==> src/hw/rtl/dvsd_pkg.sv <==
// shared types and constants for the differential volume stream decoder
`timescale 1ns / 1ps

package dvsd_pkg;

	localparam int STRIP_LENGTH_BITS_DEF = 16;

	localparam int BUF_BITS       = 32;
	localparam int FILL_BITS      = 6;
	localparam int BYTE_BITS      = 8;
	localparam int FILL_LIMIT     = 24;
	localparam int DIST_BITS      = 2;
	localparam int CNT_BITS       = 7;
	localparam int WC_BITS        = 3;
	localparam int CHUNK_HDR_BITS = CNT_BITS + WC_BITS;
	localparam int CW_BITS        = 4;
	localparam int OUT_DIST_BITS  = 3;

	typedef enum logic [1:0] {
		PH_STREAM_HDR,
		PH_CHUNK_HDR,
		PH_SAMPLES,
		PH_DONE
	} phase_t;

	typedef struct packed {
		logic                 byte_valid;
		logic [BYTE_BITS-1:0] stream_byte;
	} in_word_t;

	typedef struct packed {
		logic                     byte_taken;
		logic                     sample_valid;
		logic [BYTE_BITS-1:0]     sample;
		logic                     finished;
		logic [OUT_DIST_BITS-1:0] interleave_distance;
	} out_word_t;

endpackage

==> src/hw/rtl/dvsd_core.sv <==
// decoder state and single-step decode of one input word
`timescale 1ns / 1ps

module dvsd_core
	import dvsd_pkg::*;
#(
	parameter int STRIP_LENGTH_BITS = STRIP_LENGTH_BITS_DEF
) (
	input  logic                         clk,
	input  logic                         arst_n,
	input  logic                         go,
	input  in_word_t                     in_word,
	output out_word_t                    result,
	output logic                         ring_we,
	output logic [STRIP_LENGTH_BITS-1:0] ring_waddr,
	output logic [BYTE_BITS-1:0]         ring_wdata,
	output logic [STRIP_LENGTH_BITS-1:0] ring_raddr,
	input  logic [BYTE_BITS-1:0]         ring_rdata
);

	localparam int SLB  = STRIP_LENGTH_BITS;
	localparam int SLW  = SLB + 1;
	localparam logic [FILL_BITS-1:0] HDR_N   = FILL_BITS'(DIST_BITS + SLB);
	localparam logic [FILL_BITS-1:0] CHUNK_N = FILL_BITS'(CHUNK_HDR_BITS);
	localparam logic [FILL_BITS-1:0] BYTE_N  = FILL_BITS'(BYTE_BITS);
	localparam logic [FILL_BITS-1:0] LIMIT_N = FILL_BITS'(FILL_LIMIT);

	phase_t                   phase_q, phase_d;
	logic [BUF_BITS-1:0]      buf_q, buf_d, buf_a;
	logic [FILL_BITS-1:0]     fill_q, fill_d, fill_a, take_n, shamt;
	logic [OUT_DIST_BITS-1:0] dist_q, dist_d;
	logic [SLW-1:0]           strip_q, strip_d;
	logic [CNT_BITS-1:0]      left_q, left_d;
	logic [CW_BITS-1:0]       cw_q, cw_d;
	logic [BYTE_BITS-1:0]     rv_q, rv_d;
	logic [SLW-1:0]           prod_q, prod_d;
	logic [SLB-1:0]           pos_q, pos_d;

	logic                     taken;
	logic [BUF_BITS-1:0]      ext;
	logic [BYTE_BITS-1:0]     code, half, v, hist;
	logic                     svalid;

	always_comb begin
		taken = go && in_word.byte_valid && (phase_q != PH_DONE) && (fill_q <= LIMIT_N);
		buf_a  = taken ? {buf_q[BUF_BITS-BYTE_BITS-1:0], in_word.stream_byte} : buf_q;
		fill_a = taken ? fill_q + BYTE_N : fill_q;

		case (phase_q)
			PH_STREAM_HDR: take_n = HDR_N;
			PH_CHUNK_HDR:  take_n = CHUNK_N;
			PH_SAMPLES:    take_n = FILL_BITS'(cw_q);
			default:       take_n = '0;
		endcase
		shamt = fill_a - take_n;
		ext   = buf_a >> shamt;

		// sample arithmetic, used only in the sample phase
		code = ext[BYTE_BITS-1:0] & BYTE_BITS'((9'd1 << cw_q) - 9'd1);
		half = (cw_q == '0) ? '0 : BYTE_BITS'(9'd1 << (cw_q - 4'd1));
		hist = (prod_q > strip_q) ? ring_rdata : '0;
		v    = rv_q + code - half + hist;

		phase_d = phase_q;
		buf_d   = buf_a;
		fill_d  = fill_a;
		dist_d  = dist_q;
		strip_d = strip_q;
		left_d  = left_q;
		cw_d    = cw_q;
		rv_d    = rv_q;
		prod_d  = prod_q;
		pos_d   = pos_q;
		svalid  = 1'b0;

		if (go) begin
			case (phase_q)
				PH_STREAM_HDR: begin
					if (fill_a >= HDR_N) begin
						fill_d  = shamt;
						dist_d  = {1'b0, ext[SLB+DIST_BITS-1:SLB]} + OUT_DIST_BITS'(1);
						strip_d = {1'b0, ext[SLB-1:0]} + SLW'(1);
						phase_d = PH_CHUNK_HDR;
					end
				end
				PH_CHUNK_HDR: begin
					if (fill_a >= CHUNK_N) begin
						fill_d  = shamt;
						left_d  = ext[CHUNK_HDR_BITS-1:WC_BITS];
						cw_d    = (ext[WC_BITS-1:0] == '0) ? '0
						          : {1'b0, ext[WC_BITS-1:0]} + CW_BITS'(1);
						phase_d = (ext[CHUNK_HDR_BITS-1:WC_BITS] == '0) ? PH_DONE
						          : PH_SAMPLES;
					end
				end
				PH_SAMPLES: begin
					if (fill_a >= FILL_BITS'(cw_q)) begin
						fill_d = shamt;
						svalid = 1'b1;
						rv_d   = v;
						pos_d  = pos_q + SLB'(1);
						if (prod_q <= strip_q) begin
							prod_d = prod_q + SLW'(1);
						end
						left_d = left_q - CNT_BITS'(1);
						if (left_q == CNT_BITS'(1)) begin
							phase_d = PH_CHUNK_HDR;
						end
					end
				end
				default: begin
				end
			endcase
		end
	end

	assign ring_we    = svalid;
	assign ring_waddr = pos_q;
	assign ring_wdata = v - rv_q;
	// prefetch the history entry that the next sample will need
	assign ring_raddr = pos_d - strip_d[SLB-1:0];

	always_comb begin
		result.byte_taken          = taken;
		result.sample_valid        = svalid;
		result.sample              = svalid ? v : '0;
		result.finished            = (phase_d == PH_DONE);
		result.interleave_distance = dist_d;
	end

	always_ff @(posedge clk or negedge arst_n) begin
		if (!arst_n) begin
			phase_q <= PH_STREAM_HDR;
			buf_q   <= '0;
			fill_q  <= '0;
			dist_q  <= OUT_DIST_BITS'(1);
			strip_q <= SLW'(1);
			left_q  <= '0;
			cw_q    <= '0;
			rv_q    <= '0;
			prod_q  <= '0;
			pos_q   <= '0;
		end else begin
			phase_q <= phase_d;
			buf_q   <= buf_d;
			fill_q  <= fill_d;
			dist_q  <= dist_d;
			strip_q <= strip_d;
			left_q  <= left_d;
			cw_q    <= cw_d;
			rv_q    <= rv_d;
			prod_q  <= prod_d;
			pos_q   <= pos_d;
		end
	end

	a_done_sticky: assert property (@(posedge clk) disable iff (!arst_n)
		(phase_q == PH_DONE) |=> (phase_q == PH_DONE))
		else $error("decoder left the done phase");

	a_fill_bound: assert property (@(posedge clk) disable iff (!arst_n)
		fill_q <= FILL_BITS'(BUF_BITS))
		else $error("bit buffer overfilled");

	a_prod_bound: assert property (@(posedge clk) disable iff (!arst_n)
		prod_q <= strip_q + SLW'(1))
		else $error("produced count past saturation");

endmodule
==> config.mk <==
export PLATFORM = sky130hd
export DESIGN_NAME = dvsd_core
export DESIGN_NICKNAME = d
export VERILOG_FILES = /design/src/hw/rtl/dvsd_pkg.sv /design/src/hw/rtl/dvsd_core.sv
export SDC_FILE = /design/constraint.sdc
export NUM_CORES = 1
export LEC_CHECK = 0
export BUFFER_PORTS_ARGS = -buffer_cell sky130_fd_sc_hd__buf_2
export CORE_MARGIN = 1
export CORE_UTILIZATION = 45
export CTS_CLUSTER_DIAMETER = 40
export DETAILED_ROUTE_END_ITERATION = 8
export SYNTH_ARGS = -nofsm -noshare
export SYNTH_HDL_FRONTEND = slang
export SYNTH_SLANG_ARGS = --single-unit
==> constraint.sdc <==
create_clock -name clk -period 8.6 [get_ports clk]
set_input_delay 1.29 -clock clk [delete_from_list [all_inputs] [get_ports clk]]
set_output_delay 1.29 -clock clk [all_outputs]
set_load 0.05 [all_outputs]
==> results of run 1 <==
placed cells by master, fill, tap and decap left out, types with 6 or more instances in the layout:
cell type	n
a21oi_1	38
nor2b_1	12
xor2_1	19
nand4_1	19
xnor2_1	47
mux2i_1	46
o21ai_0	35
nor3_1	20
mux4_2	28
clkbuf_16	11
nand2_1	105
dfrtp_1	108
a211oi_1	6
o21a_1	7
o211ai_1	11
o2111ai_1	6
a31oi_1	7
inv_2	6
ha_1	61
fa_1	15
mux2_2	14
ha_4	7
nand2b_1	7
and2_1	16
o21ai_1	15
inv_1	106
and3_1	22
nor2_1	70
a21o_1	26
nand3_1	49
buf_2	68
buf_4	109
a21oi_2	11
o21ai_2	6
flip-flops by register name (all words and copies together), names as in the netlist, 3 cells and up:
register,flops
left_q,7
strip_q,17
ring_waddr,16
dist_q,3
cw_q,4
prod_q,17
fill_q,6
rv_q,8
buf_q,32
worst register-to-register path: cells and delay by family, from the launching register on:
family,cells,cell delay [ns]
xor gates and xnor gates,3,0.43
buffers and inverters,7,0.86
DFF,1,0.47
adders and majority gates,6,2.29
and+or+nand+nor,2,0.46
muxes,2,0.70
AOI/OAI and AO/OA,8,1.24
per-layer routing:
| metal | GRT usage | wire (um) | share of wire |
|---|---|---|---|
| met1 | 0.347 | 13500 | 0.44 |
| met2 | 0.444 | 14400 | 0.47 |
| met3 | 0.0333 | 1630 | 0.054 |
| met4 | 0.0904 | 896 | 0.029 |
| met5 | 0 | 0 | 0 |
through the flow:
step	util	area, um2	hold slack (ns)
after CTS	0.541	11900	0.483
after global routing	0.566	12400	0.497
final	0.566	12400	0.478
after floorplan	-	10200	0.449
after detailed placement	0.525	11500	0.466
after global placement	0.525	11500	0.459
final timing paths:
path / startpoint / depth (start not counted) / end / slack (ns)
hold / removal: prod_q[16]$_DFFE_PN0P_ / 1 / prod_q[16]$_DFFE_PN0P_ / 0.48
hold reg to reg: prod_q[16]$_DFFE_PN0P_ / 1 / prod_q[16]$_DFFE_PN0P_ / 0.48
max in group asynchronous: arst_n / 2 / strip_q[16]$_DFFE_PN0P_ / 6.39
min in group asynchronous: arst_n / 1 / buf_q[8]$_DFF_PN0_ / 0.95
setup / recovery: phase_q[1]$_DFF_PN0_ / 29 / ring_wdata[7] / 0.18
setup reg to reg: phase_q[1]$_DFF_PN0_ / 28 / rv_q[7]$_DFFE_PN0P_ / 2.06
kinds of logic after synthesis:
group,after synthesis,share of synthesized area
compound gates,247,0.168
xor+xnor,74,0.0666
fa+ha+maj,87,0.120
buf+inv,163,0.0638
flops,112,0.276
mux,94,0.129
simple gates,361,0.176
final cells by class:
cell class,instances,share of cell area
sequential,112,0.226
timing repair buffer,188,0.108
clock buffer,9,0.0181
multi-input combinational,863,0.576
clock inverter,7,0.00645
tap,280,0.0282
inverter,117,0.0365
repair_timing:
item                                   CTS  global route
endpoints found under the hold margin    0             0
setup buffers                            0            18
setup endpoints to repair                7             9
pin swaps                                1            36
gates cloned                             0             2
resized for setup                       18            89
==> impl_results.md, run 1 <==
* Synth warnings at 0
* Fmax achieved at 119 MHz
* Setup Skew at ~0.016 ns
* Number of global-route vias before repair at just over 9000
* #FFs+latches synth at 112
* Max transition margin at 0.432
* Routed length per instance at 19.3 um
* TritonCTS clock tree: yes
* Cts bufs inserted at 9
* Crit path buf inv count at 8
* Via count at 9250
* Mapped cell area at approximately 0.01 mm2
* Row count at 54
* Most instantiated library cell after synthesis: inv_1
* Worst Setup Slack, final at around 0.18 ns
* Die Area at around 0.023 mm2
* Antenna violations before repair at 0
* DRT Pass-1 Iters at 8
* Share of the synthesized area in the top cell type at 0.271
* Max-cap violations at 0
* CP delay by family, top: adder cells
* First-pass GRT wire length at 48.3 mm
* DR vias/cell at between 5 and 6
* P&R area growth vs syn at 22.4%
* Avg Synthesized Cell Area at 8.92 um2
* Final Non-Filler Cells at 1576
* Final hold violation count at 0
* Number of synthesized flops with an enable pin at 0
* Input/output buffers at 74
* Hpwl dp at about 23 mm
* CP max stage cell: fa_2
* Leading cell types by count after synthesis: 112 x inv_1, 110 x dfrtp_1, 108 x nand2_1
* Final worst path period share at 0.979
* Slew @ Worst Pin at ~0.84 ns
* Hold bufs inserted after CTS at 0
* Clk pin slew, worst setup/hold paths at ~0.09 ns
* Crit path required time at 7.31 ns
* Root buf cell: clkbuf_16
* Period minus WS final at 8.42 ns
* Mapped Cells at between 1000 and 1500
* DRT iter0 DRCs at 681
* Dpl cells at about 1500
* Die Span Y at ~150 um
* Top FF cell, synth: dfrtp_1
* CP Class: reg2out
* # fillers at approximately 2000
* Crit path DAT at ~7 ns
* Fin Setup TNS at 0 ns
* FF+latch area at 0.00281 mm2
* Initial Util at 0.462
* Overflow left after global routing at 0
* Ratio of cells with drive above 1 in the final layout at 0.265
* Final GP Congestion at around 0.96
* Sequential area share after synthesis at 0.276
* Yosys cell types at 87
* Pre-CTS setup slack at -0.101 ns
* Detailed-route DRC error count at 8
* Routed Wire Length at 30.4 mm
* Core Region at about 0.022 mm2
* Largest net degree at the start of global routing at a little over 60
* Final #Nets at ~1400
* Top cell type by total area after synthesis: dfrtp_1
* Io pins at 75
* Status: finished, violations left
* Post-Syn Nets at between 1000 and 1500
* Failing checks: DRC
* H-tree level count at 3
* Die width at about 150 um
* Largest cells by area after synthesis: dfrtp_1 27%, ha_1 8.6%, mux4_2 6.2%
* Pins over their slew limit at 0
* Async SR Flop Fraction at 1.00
* CP startpoint kind: flop
* Crit end category: output port
* Clock tree buffer depth at 2
* CP peak stage delay at between 0.6 and 0.7 ns
* Worst hold path class: reg2reg
* Footprint of the multi-input gates at approximately 0.0072 mm2
* Worst skew pair latency at ~0.38 ns
* CTS Sinks at 112
* GR Util All Layers at 0.263
* Routed Antenna Nets at 0
* Finish-stage setup viols at 0
* CP max FO at 6
* Number of diodes at 0
Power of run 1 is left out: the tool's default activity adds up to more than one toggle a clock period on the data nets, which glitch-free logic cannot reach.
==> run 2: changes to the inputs <==
--- a/config.mk
+++ b/config.mk
@@ -5,11 +5,13 @@
 export SDC_FILE = /design/constraint.sdc
 export NUM_CORES = 1
 export LEC_CHECK = 0
+export ABC_AREA = 1
 export BUFFER_PORTS_ARGS = -buffer_cell sky130_fd_sc_hd__buf_2
 export CORE_MARGIN = 1
-export CORE_UTILIZATION = 45
+export CORE_UTILIZATION = 34
 export CTS_CLUSTER_DIAMETER = 40
 export DETAILED_ROUTE_END_ITERATION = 8
+export MAX_ROUTING_LAYER = met4
 export SYNTH_ARGS = -nofsm -noshare
 export SYNTH_HDL_FRONTEND = slang
 export SYNTH_SLANG_ARGS = --single-unit
==> run 2 against run 1 <==
  * The run still ends with DRC left
  * Flip-flop and latch count is the same
  * Wire length shrank 6.6%
  * Final cell count grew 23%
  * Setup slack gained 0.13 ns
  * Via count grew 4.9%
  * Synthesized cell count grew 31%
==> impl_results.md, run 2 <==
* Die Area at 0.0307 mm2
* Crit path required time at 7.31 ns
* Commonest non-fill, non-tap cell in the layout: nand2_1
* CP Class: in2out
* DRT iter0 DRCs at between 700 and 800
* Worst Setup Slack, final at 0.306 ns
* Hpwl dp at ~22 mm
* Placement Cell Area at roughly 0.011 mm2
* Clock tree buffer depth at 2
* Final worst path period share at 0.964
* H-tree level count at 3
* P&R area growth vs syn at 11.6%
* Max transition margin at 0.472
* GR Util All Layers at 0.200
* Dpl cells at around 1900
* Finish-stage setup viols at 0
* Period minus WS final at 8.29 ns
* CP startpoint kind: input port
* Largest cells by area after synthesis: dfrtp_1 27%, nand3_1 14%, nand2_1 13%
* Status: finished, violations left
* Via count at 9700
* Final hold violation count at 0
* Pre-CTS setup slack at -0.0137 ns
* Ratio of cells with drive above 1 in the final layout at 0.116
* DR vias/cell at 4.98
* Slew @ Worst Pin at 0.792 ns
* Number of flip-flops under the largest register name at 32
* Most frequent cells in the layout: 361 x nand2_1, 277 x nand3_1, 220 x inv_1, 110 x dfrtp_1, 72 x buf_2
* Crit path DAT at around 7.0 ns
* Final GP Congestion at about 0.95
* Crit path to: ring_wdata[7]
* Failing checks: DRC
* Mapped cell area at roughly 0.010 mm2
* Mapped Cells at 1486
* #FFs+latches synth at around 110
* Final Non-Filler Cells at 1946
* Die Span Y at between 150 and 200 um
* Top flop regs: buf_q: 32 flops, prod_q: 17 flops, strip_q: 17 flops
* Synth warnings at 0
* Avg Synthesized Cell Area at roughly 7 um2
* Clk pin slew, worst setup/hold paths at around 0.07 ns
* Number of diodes at 0
* CP peak stage delay at 0.56 ns
* TritonCTS clock tree: yes
* Core Region at around 0.030 mm2
* Routed Antenna Nets at 0
* DRT Pass-1 Iters at 8
* Min-Delay Startpoint: dist_q[1]$_DFF_PN0_
* R2R depth at 32
* Leading cell types by count after synthesis: 362 x nand2_1, 278 x nand3_1, 222 x inv_1
* Max-cap violations at 0
* RSZ-0062 raised after global routing: yes
* FF-to-FF End: rv_q[7]$_DFFE_PN0P_
* Yosys cell types at 55
* Root buf cell: clkbuf_16
* Reg2Reg Setup Slack at 2.48 ns
* Fmax achieved at 121 MHz
* Setup crit start: go
* RR Startpoint: phase_q[0]$_DFF_PN0_
* CP max stage cell: fa_1
* Routed Wire Length at between 20 and 30 mm
* CTS Sinks at 112
* Top cell type by total area after synthesis: dfrtp_1
* Row count at 63
* Hold bufs inserted after CTS at 0
* Post-Syn Nets at ~1600
* Sequential area share after synthesis at 0.275
* Footprint of the multi-input gates at around 0.0063 mm2
* Biggest register: buf_q
* Final #Nets at 1658
* CP max FO at 6
* Crit end category: output port
* FF+latch area at 0.00281 mm2
* Cts bufs inserted at 9
* Number of synthesized flops with an enable pin at 0
* Most instantiated library cell after synthesis: nand2_1
* Routed length per instance at ~15 um
* Final Cell Area at about 0.011 mm2
* Worst hold path class: reg2reg
* Share of the synthesized area in the top cell type at 0.270
* Die width at 175 um
* Io pins at between 70 and 80
* Initial Util at 0.345
* Pins over their slew limit at 0
* Fin Setup TNS at 0 ns
* # fillers at between 3000 and 4000
* Top FF cell, synth: dfrtp_1
* Setup Skew at between 0.01 and 0.015 ns
* Async SR Flop Fraction at 1.00
* Number of global-route vias before repair at approximately 9500
* Detailed-route DRC error count at 2
* Antenna violations before repair at 0
* Input/output buffers at between 70 and 80
* First-pass GRT wire length at ~48 mm
* Worst skew pair latency at 0.37 ns
* Largest net degree at the start of global routing at slightly above 60
* Overflow left after global routing at 0
-- run 2: changes by cell type after synthesis, moves of 21 or more --
| cell | before | now |
|---|---|---|
| a21o_1 | 26 | 0 |
| and3_1 | 22 | 0 |
| inv_1 | 112 | 222 |
| mux2i_1 | 51 | 1 |
| mux4_2 | 28 | 0 |
| nand2_1 | 108 | 362 |
| nand3_1 | 49 | 278 |
| xnor2_1 | 51 | 25 |
| xor2_1 | 21 | 42 |
-- run 2: cells by family after synthesis --
family	synth area share
adder cells (fa/ha/maj)	0.119
AND/OR/NAND/NOR	0.351
AO/OA/AOI/OAI	0.0796
buffers and inverters	0.112
multiplexers	0.000982
XOR/XNOR	0.0619
flip-flops	0.275
-- run 2: how the worst min path moves through the flow --
| stage | depth (start not counted) | slack [ns] | end |
|---|---|---|---|
| floorplan | 1 | 0.45 | prod_q[16]$_DFFE_PN0P_ |
| global placement | 2 | 0.46 | dist_q[2]$_DFF_PN0_ |
| detailed placement | 2 | 0.46 | dist_q[1]$_DFF_PN0_ |
| CTS | 2 | 0.48 | dist_q[1]$_DFF_PN0_ |
| global route | 1 | 0.51 | prod_q[16]$_DFFE_PN0P_ |
| finish | 2 | 0.48 | dist_q[1]$_DFF_PN0_ |
-- run 2: stage by stage --
stage	hold WS, ns	util
global route	0.510	0.385
floorplan	0.449	-
CTS	0.479	0.382
finish	0.477	0.385
detailed placement	0.461	0.373
global placement	0.463	0.373
-- run 2: final cells by class --
| type | count | share of cell area |
|---|---|---|
| Clock buffer | 10 | 0.0201 |
| Clock inverter | 6 | 0.00440 |
| Inverter | 238 | 0.0789 |
| Multi-Input combinational cell | 1090 | 0.555 |
| Sequential cell | 112 | 0.247 |
| Tap cell | 390 | 0.0429 |
| Timing Repair Buffer | 100 | 0.0522 |
-- run 2: per-layer routing --
layer	GRT usage	vias up	share of wire
met5	-	-	0
met4	0.0696	0	0.020
met3	0.0224	31	0.046
met2	0.310	243	0.45
met1	0.269	4500	0.49
li1	-	4926	-
-- run 2: critical path, delay by kind of cell --
| kind | cells | cell delay [ns] |
|---|---|---|
| xor+xnor | 3 | 0.65 |
| simple gates | 11 | 1.24 |
| fa+ha+maj | 6 | 2.21 |
| compound gates | 6 | 0.98 |
| buf+inv | 7 | 0.62 |
-- run 2: repair_timing --
| item | 4_1_cts | 5_1_grt |
|---|---|---|
| pin swaps | 1 | 5 |
| gates resized for setup | 1 | 18 |
| buffers inserted | 0 | 1 |
| hold endpoints to repair | 0 | 0 |
| setup endpoints to repair | 1 | 4 |
Power of run 2 is left out for the same reason.
